--- src/rtl/core/lce_pkg.sv ---
// Shared types and constants of the linear convolution engine.
package lce_pkg;

	// Fixed widths of the command and result fields.
	localparam int OP_W   = 2;
	localparam int SLOT_W = 5;
	localparam int VAL_W  = 16;
	localparam int LEN_W  = 6;
	localparam int POS_W  = 6;
	localparam int OUT_W  = 37;

	// Configuration port.
	localparam int ADDR_W = 3;
	localparam int DATA_W = 32;

	// Length register values after reset.
	localparam logic [LEN_W-1:0] SIGNAL_LENGTH_RESET = LEN_W'(24);
	localparam logic [LEN_W-1:0] KERNEL_LENGTH_RESET = LEN_W'(11);

	// Register indexes, taken from the word address bit.
	localparam logic REG_SIGNAL_LENGTH = 1'b0;
	localparam logic REG_KERNEL_LENGTH = 1'b1;

	// Command opcodes.
	typedef enum logic [OP_W-1:0] {
		OP_SIGNAL_WRITE = 2'd0,
		OP_KERNEL_WRITE = 2'd1,
		OP_RUN          = 2'd2
	} op_t;

	// Sequencer states.
	typedef enum logic {
		SEQ_IDLE,
		SEQ_RUN
	} seq_state_t;

	// Control that travels with one product term down the pipeline.
	typedef struct packed {
		logic             valid;
		logic             first;
		logic             sum_last;
		logic             run_last;
		logic [POS_W-1:0] pos;
	} term_t;

endpackage

--- src/rtl/core/lce_ram.sv ---
// Generic single-write, single-read RAM with registered read data.
module lce_ram #(
	parameter int WIDTH = 16,
	parameter int DEPTH = 32
) (
	input  logic                     clk,
	input  logic                     wr_en,
	input  logic [$clog2(DEPTH)-1:0] wr_addr,
	input  logic [WIDTH-1:0]         wr_data,
	input  logic                     rd_en,
	input  logic [$clog2(DEPTH)-1:0] rd_addr,
	output logic [WIDTH-1:0]         rd_data
);

	logic [WIDTH-1:0] mem_q [DEPTH];

	// Write port.
	always_ff @(posedge clk) begin
		if (wr_en) begin
			mem_q[wr_addr] <= wr_data;
		end
	end

	// Registered read port.
	always_ff @(posedge clk) begin
		if (rd_en) begin
			rd_data <= mem_q[rd_addr];
		end
	end

endmodule

--- src/rtl/core/lce_seq.sv ---
// Run sequencer: walks every (position, term) pair and issues store reads.
module lce_seq import lce_pkg::*; #(
	parameter int MAX_SIGNAL = 32,
	parameter int MAX_KERNEL = 32
) (
	input  logic                          clk,
	input  logic                          arst_n,
	input  logic                          start,
	input  logic [LEN_W-1:0]              signal_length,
	input  logic [LEN_W-1:0]              kernel_length,
	input  logic                          en,
	output logic [$clog2(MAX_SIGNAL)-1:0] sig_addr,
	output logic [$clog2(MAX_KERNEL)-1:0] ker_addr,
	output logic                          busy,
	output term_t                         term_s1
);

	localparam int SAW = $clog2(MAX_SIGNAL);
	localparam int KAW = $clog2(MAX_KERNEL);

	seq_state_t       state_q, state_d;
	logic [LEN_W-1:0] m_q, n_q;
	logic [POS_W-1:0] last_pos_q;
	logic [POS_W-1:0] i_q, j_q;
	logic             first_q;
	logic [POS_W-1:0] k_c, m_minus1, jhi, i_nx, jlo_nx;
	logic             sum_end, run_end;
	logic [LEN_W-1:0] m_cl, n_cl;
	term_t            term_c;

	// A length of zero counts as one, a length above the store depth as the depth.
	function automatic logic [LEN_W-1:0] clamp_len(input logic [LEN_W-1:0] len,
		input logic [LEN_W-1:0] depth);
		logic [LEN_W-1:0] r;
		if (len == '0) begin
			r = LEN_W'(1);
		end else if (len > depth) begin
			r = depth;
		end else begin
			r = len;
		end
		return r;
	endfunction

	assign m_cl = clamp_len(signal_length, LEN_W'(MAX_SIGNAL));
	assign n_cl = clamp_len(kernel_length, LEN_W'(MAX_KERNEL));

	// Window of the current position and the start of the next one.
	assign k_c      = i_q - j_q;
	assign m_minus1 = m_q - LEN_W'(1);
	assign jhi      = (i_q < m_minus1) ? i_q : m_minus1;
	assign sum_end  = (j_q == jhi);
	assign run_end  = sum_end && (i_q == last_pos_q);
	assign i_nx     = i_q + POS_W'(1);
	assign jlo_nx   = (i_nx >= n_q) ? (i_nx - n_q + POS_W'(1)) : '0;

	assign sig_addr = j_q[SAW-1:0];
	assign ker_addr = k_c[KAW-1:0];
	assign busy     = (state_q == SEQ_RUN);

	// State register.
	always_ff @(posedge clk or negedge arst_n) begin
		if (!arst_n) begin
			state_q <= SEQ_IDLE;
		end else begin
			state_q <= state_d;
		end
	end

	// Next state and the term issued this cycle.
	always_comb begin
		state_d         = state_q;
		term_c          = '0;
		term_c.first    = first_q;
		term_c.sum_last = sum_end;
		term_c.run_last = run_end;
		term_c.pos      = i_q;
		case (state_q)
			SEQ_IDLE: begin
				if (start) begin
					state_d = SEQ_RUN;
				end
			end
			SEQ_RUN: begin
				term_c.valid = 1'b1;
				if (en && run_end) begin
					state_d = SEQ_IDLE;
				end
			end
			default: begin
				state_d = SEQ_IDLE;
			end
		endcase
	end

	// Position and term counters.
	always_ff @(posedge clk or negedge arst_n) begin
		if (!arst_n) begin
			i_q        <= '0;
			j_q        <= '0;
			first_q    <= 1'b0;
			m_q        <= LEN_W'(1);
			n_q        <= LEN_W'(1);
			last_pos_q <= '0;
		end else if (state_q == SEQ_IDLE) begin
			if (start) begin
				m_q        <= m_cl;
				n_q        <= n_cl;
				last_pos_q <= POS_W'(m_cl + n_cl - LEN_W'(2));
				i_q        <= '0;
				j_q        <= '0;
				first_q    <= 1'b1;
			end
		end else if (en) begin
			if (sum_end) begin
				i_q     <= i_nx;
				j_q     <= jlo_nx;
				first_q <= 1'b1;
			end else begin
				j_q     <= j_q + POS_W'(1);
				first_q <= 1'b0;
			end
		end
	end

	// Term control, aligned with the registered store read.
	always_ff @(posedge clk or negedge arst_n) begin
		if (!arst_n) begin
			term_s1 <= '0;
		end else if (en) begin
			term_s1 <= term_c;
		end
	end

	// Addresses stay inside both stores' valid windows during a run.
	assert property (@(posedge clk) disable iff (!arst_n)
		(state_q == SEQ_RUN) |-> ((j_q < m_q) && (j_q <= i_q) && (k_c < n_q)))
		else $error("term index outside the valid window");

	// The final term of a run returns the sequencer to idle.
	assert property (@(posedge clk) disable iff (!arst_n)
		((state_q == SEQ_RUN) && en && run_end) |=> (state_q == SEQ_IDLE))
		else $error("sequencer did not stop after the final term");

	// A valid term in the read stage was issued by a running sequencer.
	assert property (@(posedge clk) disable iff (!arst_n)
		($rose(term_s1.valid)) |-> ($past(state_q) == SEQ_RUN))
		else $error("term issued outside a run");

endmodule

--- src/rtl/core/lce_mac.sv ---
// Shared multiply-accumulate unit with the result register.
module lce_mac import lce_pkg::*; #(
	parameter int SAMPLE_WIDTH = 16
) (
	input  logic                           clk,
	input  logic                           arst_n,
	input  logic                           en,
	input  term_t                          term_s1,
	input  logic [SAMPLE_WIDTH-1:0]        sig_rdata,
	input  logic [SAMPLE_WIDTH-1:0]        ker_rdata,
	output logic                           busy,
	output logic                           res_valid,
	output logic [POS_W-1:0]               out_position,
	output logic signed [OUT_W-1:0]        out_value,
	output logic                           out_last
);

	localparam int PW = 2 * SAMPLE_WIDTH;
	localparam int XW = (PW > OUT_W) ? PW : OUT_W;

	logic signed [PW-1:0]    prod_s2;
	term_t                   term_s2;
	logic signed [XW-1:0]    prod_x;
	logic signed [OUT_W-1:0] prod_ext, acc_q, sum_c;

	// Multiply stage.
	always_ff @(posedge clk) begin
		if (en) begin
			prod_s2 <= $signed(sig_rdata) * $signed(ker_rdata);
		end
	end

	always_ff @(posedge clk or negedge arst_n) begin
		if (!arst_n) begin
			term_s2 <= '0;
		end else if (en) begin
			term_s2 <= term_s1;
		end
	end

	// Sign-extend the product to the sum width, wrapping if it is wider.
	assign prod_x   = XW'(prod_s2);
	assign prod_ext = prod_x[OUT_W-1:0];
	assign sum_c    = (term_s2.first ? '0 : acc_q) + prod_ext;
	assign busy     = term_s2.valid;

	// Accumulate and capture each finished sum.
	always_ff @(posedge clk) begin
		if (en && term_s2.valid) begin
			acc_q <= sum_c;
			if (term_s2.sum_last) begin
				out_value    <= sum_c;
				out_position <= term_s2.pos;
				out_last     <= term_s2.run_last;
			end
		end
	end

	// Result beat flag; en is low only while a beat waits under stall.
	always_ff @(posedge clk or negedge arst_n) begin
		if (!arst_n) begin
			res_valid <= 1'b0;
		end else if (en) begin
			res_valid <= term_s2.valid && term_s2.sum_last;
		end
	end

endmodule

--- src/rtl/core/linear_convolution_engine_top.sv ---
// Top level of the linear convolution engine: stores, sequencer, MAC and registers.
//
//  Channel   Handshake               Beat contents
//  command   cmd_valid / cmd_stall   opcode, slot, sample_value
//  result    res_valid / res_stall   out_position, out_value, out_last
//  config    APB psel/penable/...    signal_length (0x0), kernel_length (0x4)
//
// A load command writes its store entry when it is accepted. A run issues m*n product
// terms, one at a time, to the shared MAC through the read, multiply and accumulate
// stages, where m and n are the clamped signal and kernel lengths.
// Reset sets the lengths to 24 and 11; the stores are not cleared.
// A stalled result beat freezes the sequencer, the store reads and the MAC.
// Commands are held off from the start of a run until its last term is summed.
module linear_convolution_engine_top import lce_pkg::*; #(
	parameter int MAX_SIGNAL   = 32,
	parameter int MAX_KERNEL   = 32,
	parameter int SAMPLE_WIDTH = 16
) (
	input  logic                    clk,
	input  logic                    arst_n,
	input  logic                    cmd_valid,
	output logic                    cmd_stall,
	input  logic [OP_W-1:0]         opcode,
	input  logic [SLOT_W-1:0]       slot,
	input  logic signed [VAL_W-1:0] sample_value,
	output logic                    res_valid,
	input  logic                    res_stall,
	output logic [POS_W-1:0]        out_position,
	output logic signed [OUT_W-1:0] out_value,
	output logic                    out_last,
	input  logic                    psel,
	input  logic                    penable,
	input  logic                    pwrite,
	input  logic [ADDR_W-1:0]       paddr,
	input  logic [DATA_W-1:0]       pwdata,
	output logic [DATA_W-1:0]       prdata,
	output logic                    pready
);

	localparam int SAW = $clog2(MAX_SIGNAL);
	localparam int KAW = $clog2(MAX_KERNEL);
	localparam int EW  = (SAMPLE_WIDTH > VAL_W) ? SAMPLE_WIDTH : VAL_W;

	logic [LEN_W-1:0]        signal_length_q, kernel_length_q;
	logic                    cmd_accept, cfg_write, en;
	logic                    sig_wr_en, ker_wr_en, run_start;
	logic [EW-1:0]           value_ext;
	logic [SAMPLE_WIDTH-1:0] wr_data;
	logic [SAW-1:0]          sig_addr;
	logic [KAW-1:0]          ker_addr;
	logic [SAMPLE_WIDTH-1:0] sig_rdata, ker_rdata;
	logic                    seq_busy, mac_busy;
	term_t                   term_s1;

	// Configuration registers on the APB port.
	assign pready    = 1'b1;
	assign cfg_write = psel && penable && pwrite && pready;

	always_ff @(posedge clk or negedge arst_n) begin
		if (!arst_n) begin
			signal_length_q <= SIGNAL_LENGTH_RESET;
			kernel_length_q <= KERNEL_LENGTH_RESET;
		end else if (cfg_write) begin
			case (paddr[2])
				REG_SIGNAL_LENGTH: signal_length_q <= pwdata[LEN_W-1:0];
				REG_KERNEL_LENGTH: kernel_length_q <= pwdata[LEN_W-1:0];
				default: ;
			endcase
		end
	end

	always_comb begin
		case (paddr[2])
			REG_SIGNAL_LENGTH: prdata = DATA_W'(signal_length_q);
			REG_KERNEL_LENGTH: prdata = DATA_W'(kernel_length_q);
			default:           prdata = '0;
		endcase
	end

	// Command decode.
	assign cmd_stall  = seq_busy || term_s1.valid || mac_busy;
	assign cmd_accept = cmd_valid && !cmd_stall;
	assign value_ext  = EW'($unsigned(sample_value));
	assign wr_data    = value_ext[SAMPLE_WIDTH-1:0];

	always_comb begin
		sig_wr_en = 1'b0;
		ker_wr_en = 1'b0;
		run_start = 1'b0;
		case (op_t'(opcode))
			OP_SIGNAL_WRITE: sig_wr_en = cmd_accept && (LEN_W'(slot) < LEN_W'(MAX_SIGNAL));
			OP_KERNEL_WRITE: ker_wr_en = cmd_accept && (LEN_W'(slot) < LEN_W'(MAX_KERNEL));
			OP_RUN:          run_start = cmd_accept;
			default: ;
		endcase
	end

	// The whole run pipeline advances unless a result beat is held.
	assign en = !(res_valid && res_stall);

	lce_ram #(.WIDTH(SAMPLE_WIDTH), .DEPTH(MAX_SIGNAL)) u_signal_store (
		.clk     (clk),
		.wr_en   (sig_wr_en),
		.wr_addr (slot[SAW-1:0]),
		.wr_data (wr_data),
		.rd_en   (en),
		.rd_addr (sig_addr),
		.rd_data (sig_rdata)
	);

	lce_ram #(.WIDTH(SAMPLE_WIDTH), .DEPTH(MAX_KERNEL)) u_kernel_store (
		.clk     (clk),
		.wr_en   (ker_wr_en),
		.wr_addr (slot[KAW-1:0]),
		.wr_data (wr_data),
		.rd_en   (en),
		.rd_addr (ker_addr),
		.rd_data (ker_rdata)
	);

	lce_seq #(.MAX_SIGNAL(MAX_SIGNAL), .MAX_KERNEL(MAX_KERNEL)) u_seq (
		.clk           (clk),
		.arst_n        (arst_n),
		.start         (run_start),
		.signal_length (signal_length_q),
		.kernel_length (kernel_length_q),
		.en            (en),
		.sig_addr      (sig_addr),
		.ker_addr      (ker_addr),
		.busy          (seq_busy),
		.term_s1       (term_s1)
	);

	lce_mac #(.SAMPLE_WIDTH(SAMPLE_WIDTH)) u_mac (
		.clk          (clk),
		.arst_n       (arst_n),
		.en           (en),
		.term_s1      (term_s1),
		.sig_rdata    (sig_rdata),
		.ker_rdata    (ker_rdata),
		.busy         (mac_busy),
		.res_valid    (res_valid),
		.out_position (out_position),
		.out_value    (out_value),
		.out_last     (out_last)
	);

endmodule

--- config.mk ---
export PLATFORM = sky130hd
export DESIGN_NAME = linear_convolution_engine_top
export DESIGN_NICKNAME = d
export VERILOG_FILES = /design/src/rtl/core/lce_pkg.sv /design/src/rtl/core/lce_ram.sv /design/src/rtl/core/lce_seq.sv /design/src/rtl/core/lce_mac.sv /design/src/rtl/core/linear_convolution_engine_top.sv
export SDC_FILE = /design/constraint.sdc
export NUM_CORES = 2
export LEC_CHECK = 0
export ABC_AREA = 1
export BUFFER_PORTS_ARGS = -buffer_cell sky130_fd_sc_hd__buf_2
export CAP_MARGIN = 20
export CORE_ASPECT_RATIO = 1.2
export CORE_MARGIN = 2
export CORE_UTILIZATION = 40
export DETAILED_ROUTE_END_ITERATION = 10
export GPL_TIMING_DRIVEN = 0
export PLACE_DENSITY = 0.51
export SYNTH_ARGS = -nofsm -noshare
export SYNTH_HDL_FRONTEND = slang
export SYNTH_SLANG_ARGS = --single-unit
--- constraint.sdc ---
create_clock -name clk -period 6.5 [get_ports clk]
set_clock_uncertainty 0.2 [all_clocks]
set_input_delay 0.975 -clock clk [delete_from_list [all_inputs] [get_ports clk]]
set_output_delay 0.975 -clock clk [all_outputs]
set_load 0.02 [all_outputs]
Word-level counts from Yosys, hierarchy flattened
Memories as Yosys holds them, arrays and structs flattened. A register that Yosys moved wholly into a read port is not among the register bits.
Cells that the tools add are included.
- bits in writable memories: 1024
- logic and storage cells: 103
- bits in registers: 178
- memories kept: 2
- input port bits: 65
- memories (name ; depth ; width ; read ports ; clocked after memory_dff ; wr ports ; RTL line ; RTL):
    u_kernel_store.mem_q ; 32 ; 16 ; 1 ; 1 ; 1 ; lce_ram.sv:15 ; logic [WIDTH-1:0] mem_q [DEPTH];
    u_signal_store.mem_q ; 32 ; 16 ; 1 ; 1 ; 1 ; lce_ram.sv:15 ;
- eq/ne operators: 6
- magnitude comparators: 4
- add/subtract/negate cells: 9
- reductions and logical operators: 24
- $mul: 1
- bitwise logic cells: 2
- muxes and demuxes: 30
- operators with widths (cell ; number):
    two-way mux 6 bit ; 13
    one-hot mux 32 bit (2 select lines) ; 1
    adder 37 bit ; 1
    two-way mux 37 bit ; 1
    multiplier 16 x 16 -> 32 bit ; 1
    adder 6 x 1 -> 6 bit, second input constant ; 3
    two-way mux 1 bit ; 14
    equality test 6 bit ; 2
    greater-than comparator 6 bit, second input constant ; 2
    zero test 6 bit ; 2
    AND reduction 2 bit ; 5
    logical AND 1 bit ; 8
    adder 6 bit ; 1
    >= comparator 6 bit ; 1
    less-than comparator 6 bit ; 1
    subtractor 6 x 1 -> 6 bit, second input constant ; 1
    subtractor 6 x 2 -> 6 bit, second input constant ; 1
    subtractor 6 bit ; 1
    subtractor 5 bit ; 1
    zero test 1 bit ; 4
    inequality test 2 bit, second input constant ; 2
    AND reduction 3 bit ; 1
    equality test 2 x 1 -> 1 bit, second input constant ; 1
    equality test 2 bit, second input constant ; 1
    other kinds (5) ; 7

Logic depth before layout (Yosys ltp)
- depth after elaboration: 8
- gate-level depth with buffers: 28
- gate-level depth less buffers: 26

Hierarchy
From an unflattened synthesis, not the netlist that was laid out.
- cell total of the unflattened synthesis: 6399
- area, all modules: 64750.9 um^2
- by module, submodules not included (module ; instances ; area each (um^2) ; cells an instance ; sequential area each (um^2)):
    lce_ram ; 2 ; 21461.8 ; 1794 ; 15855.2
    lce_mac ; 1 ; 17705.7 ; 2260 ; 3668.5
    lce_seq ; 1 ; 3266.9 ; 433 ; 1053.5
    linear_convolution_engine_top ; 1 ; 854.6 ; 118 ; 306.5

Worst setup path after synthesis
No wires, ideal clock.
- path kind: register to register
- start point: register u_kernel_store.rd_data[5] (read register of u_kernel_store.mem_q)
- end point: register u_mac.prod_s2[29] (data pin)
- stages on the path, launching flop included: 22
- path slack: 0.694 ns
- setup time: 0.252 ns
- clock period less this slack: 5.806 ns
- arrival: 5.354 ns
- path through: edfxtp_1 clkbuf_1 clkbuf_1 nand2_1 fa_1 inv_1 fa_1 fa_1 fa_1 fa_1 inv_1 fa_1 inv_1 ha_1 nand2_1 nor3_1 nand4_1 nand3_1 a21o_1 nand2_1 nand3_1 nand2_1
- longest elaborated chain between the ends: 1
- ends and longest elaborated chain (item ; RTL line ; RTL):
    start, declared ; lce_ram.sv:12 ; output logic [WIDTH-1:0] rd_data
    multiplier 16 x 16 -> 32 bit ; lce_mac.sv:29 ; prod_s2 <= $signed(sig_rdata) * $signed(ker_rdata);
    end signal, assigned ; lce_mac.sv:29 ;
    end, declared ; lce_mac.sv:21 ; logic signed [PW-1:0] prod_s2;
No other way between the ends.
A chain may end at the register's enable or synchronous reset.

Final worst setup path
- start point: register u_signal_store.rd_data[11] (read register of u_signal_store.mem_q)
- end point: register u_mac.prod_s2[26] (data pin)
- longest elaborated chain between the ends: 1
- ends and longest elaborated chain (item ; RTL line):
    start, declared ; lce_ram.sv:12
    multiplier 16 x 16 -> 32 bit ; lce_mac.sv:29
No other way between the ends.

==> key figures <==
Logic synthesis
  • Post-synth EDFFs: 1169
  • Asr flop ratio synth: 5.27%
  • Sequential share of the synthesized area: 59.2%
  • Top cell type by total area after synthesis: edfxtp_1
  • Synth area leaders: edfxtp_1, fa_1, nand2_1
  • Mapped Area: 62100 sq um
  • Yosys top cell area share: 56.5%
  • Ys Warns: 0
  • Number of synthesized register bits: 1234
  • Yosys cell types: 56
  • Syn Inst Count: 5462
  • Top_reg_cell synth: edfxtp_1
  • Mean Syn Cell Area: 11.4 sq um

Floorplan
  • Die extent in x: 364 microns
  • IO Count: 144
  • Initial cell density of the core: 40.2%
  • Rows: 158
  • Core box area: 154000 sq um
  • Die area: 158000 sq um
  • Die height: 436 microns

Layout
  • Area grow syn2layout: 14.9%
  • Commonest non-fill, non-tap cell in the layout: edfxtp_1
  • Commonest cells after routing, fill and taps aside: edfxtp_1, nand2_1, nor2_1
  • Layout cells sized above 1: 11.2%
  • Post-layout net count: 6285
  • Non-Filler Instances: 7989
  • Design area: 71400 sq um
  • Final core utilization: 46.2%

STA
  • Setup violators final: 0
  • Period utilization: 97.2%
  • Final Max Slew Viols: 0
  • Min Tclk post-route: 6.31 ns
  • Max-Slew Margin vs Limit: 21.2%
  • Final TNS setup: 0 ns
  • RSZ-0062 raised after global routing: true
  • Worst-Margin Slew: 1.18 ns
  • Fin. Hold Viols: 0
  • Fmax: 158 MHz

Detailed routing
  • Via count: 42400
  • # DRC: 0
  • Final WL: 195 mm
  • WL/cell: 24.4 microns
  • Detailed Routing Iterations Pass 1: 7
  • Final ANT Viol Nets: 0
  • DR iter-0 viols: 3756
  • Routed vias/inst: 5.30

Clocking
  • Clk sinks: 1234
  • Clk Latency, worst-skew pair: 0.79 ns
  • CTS tree: yes
  • Total CTS buffers: 135
  • Max Buffers Root-to-Sink: 3
  • Root buffer selected by CTS: clkbuf_16
  • Clock transition at path regs: 0.06 ns
  • Level count of the clock H-tree: 4

Worst setup path
  • Worst Path Required: 6.81 ns
  • Crit end category: register
  • CP arrival: 6.62 ns
  • Kind of critical path: reg -> reg
  • Worst Path Max Fanout: 10
  • Worst setup SP type: register

Global routing
  • Overflow after GRT: 0
  • GRT Total Usage: 24.6%
  • Vias in the first global route: 42700
  • Initial antenna violation count: 8
  • First-pass GRT wire length: 285 mm
  • Largest net degree at the start of global routing: 68

Placement
  • DP Area: 66700 sq um
  • Cells after DPL: 7727
  • Placed wire-length estimate: 139 mm
  • Port bufs: 88
  • Routability cong.: 0.935

Worst hold path
  • Worst min path class: in -> async

Run
  • Maxcap violations: 0

Status
  • Run status: finished, final reports clean
[routing by layer]
metal | up-vias | routed length [microns] | GRT usage [%]
met5 | - | 13 | 0
met4 | 2 | 7790 | 9.75
met3 | 321 | 9840 | 2.88
met2 | 1356 | 97100 | 42.2
met1 | 21300 | 80300 | 31.7
li1 | 19400 | - | -
[worst max-delay path: stages, from the launching register on]
cell and delay [ns]:
edfxtp_1 0.52, clkbuf_4 0.31, nand2_1 0.10, fa_1 0.52, fa_1 0.51, fa_1 0.57
inv_1 0.07, fa_1 0.49, fa_1 0.49, inv_1 0.05, fa_1 0.47, inv_1 0.04
ha_1 0.36, nand2_1 0.12, inv_1 0.09, nand3_1 0.12, nor3_2 0.36, nand4_1 0.24
nand3_1 0.20, nand2_1 0.07, nand2_1 0.07, xor2_1 0.07
[cells by family (layout without fill, tap and decap cells)]
group / after synthesis / count (layout) / synth area share [%]
AND/OR/NAND/NOR: 1741 / 1741 / 11.1
other: 2 / 33 / 0.0121
buffers and inverters: 924 / 1340 / 6.05
adder cells (fa/ha/maj): 419 / 419 / 11.7
multiplexers: 80 / 80 / 1.29
XOR/XNOR: 90 / 90 / 1.27
flip-flops: 1234 / 1234 / 59.2
AO/OA/AOI/OAI: 972 / 972 / 9.38
[layout make-up]
type / instances / area (sq um)
multi-input cells: 3329 / 21900
clock buffers: 172 / 3600
clock inverters: 67 / 664
plain buffers: 293 / 1470
repair buffers: 201 / 2080
diodes: 6 / 15.0
well taps: 2080 / 2600
inverters: 607 / 2280
fillers: 14300 / 83000
flip-flops and latches: 1234 / 36700
[sequential cells by signal, indices dropped and copies added (netlist names), 10 cells and up]
name                    flops
u_mac.prod_s2              32
u_signal_store.rd_data     16
u_kernel_store.rd_data     16
u_seq.term_s1              10
u_mac.out_value            37
u_kernel_store.mem_q      512
u_signal_store.mem_q      512
u_mac.acc_q                37
[synth_stat cells (10+ instances only)]
library cell     n
mux2i_1         80
o31ai_2         10
buf_4           43
buf_1           12
o221ai_1        97
o21ai_1         20
edfxtp_1      1169
fa_1           268
o32ai_1         48
xnor2_1         32
a31oi_1         11
xor2_1          58
nor3_1          22
nand2_1        807
buf_2           61
inv_1          601
nor2_1         729
o21ai_0        478
ha_1           151
o22ai_1        145
dfrtp_1         58
a21o_1          10
a21oi_1        116
clkbuf_1       194
o21bai_1        10
nand3_1        132
nand4_1         14
[per-stage QoR]
stage | hold WS [ns] | setup WS (ns)
2_1_floorplan | 0.225 | 0.694
3_3_place_gp | 0.234 | -0.937
3_5_place_dp | 0.233 | -0.945
4_1_cts | 0.0904 | -0.0154
5_1_grt | 0.164 | -0.0140
6_report | 0.0944 | 0.185
[final timing paths]
check	startpoint	endpoint	slack, ns	cells past startpoint
hold reg to reg	u_mac.term_s2[4]$_DFFE_PN0N_	u_mac.out_position[4]$_DFFE_PP_	0.25	0
hold / removal	arst_n	signal_length_q[2]$_DFFE_PN0P_	0.09	1
max in group asynchronous	arst_n	u_mac.term_s2[1]$_DFFE_PN0N_	5.40	1
min in group clk	pwdata[0]	kernel_length_q[0]$_DFFE_PN1P_	0.23	3
setup / recovery	u_signal_store.rd_data[11]$_DFFE_PN_	u_mac.prod_s2[26]$_DFFE_PN_	0.19	21
setup reg to reg	u_signal_store.rd_data[11]$_DFFE_PN_	u_mac.prod_s2[26]$_DFFE_PN_	0.19	21
[timing repair]
item / 4_1_cts / 5_1_grt
gates resized for setup: 44 / 22
buffers inserted: 9 / 31
endpoints found under the hold margin: 0 / 0
setup endpoints to repair: 14 / 9
pin swaps: 1 / 4
hold buffers: 0 / 0
Power is left out: the tool's default activity adds up to more than one toggle a clock period on the data nets, which glitch-free logic cannot reach.
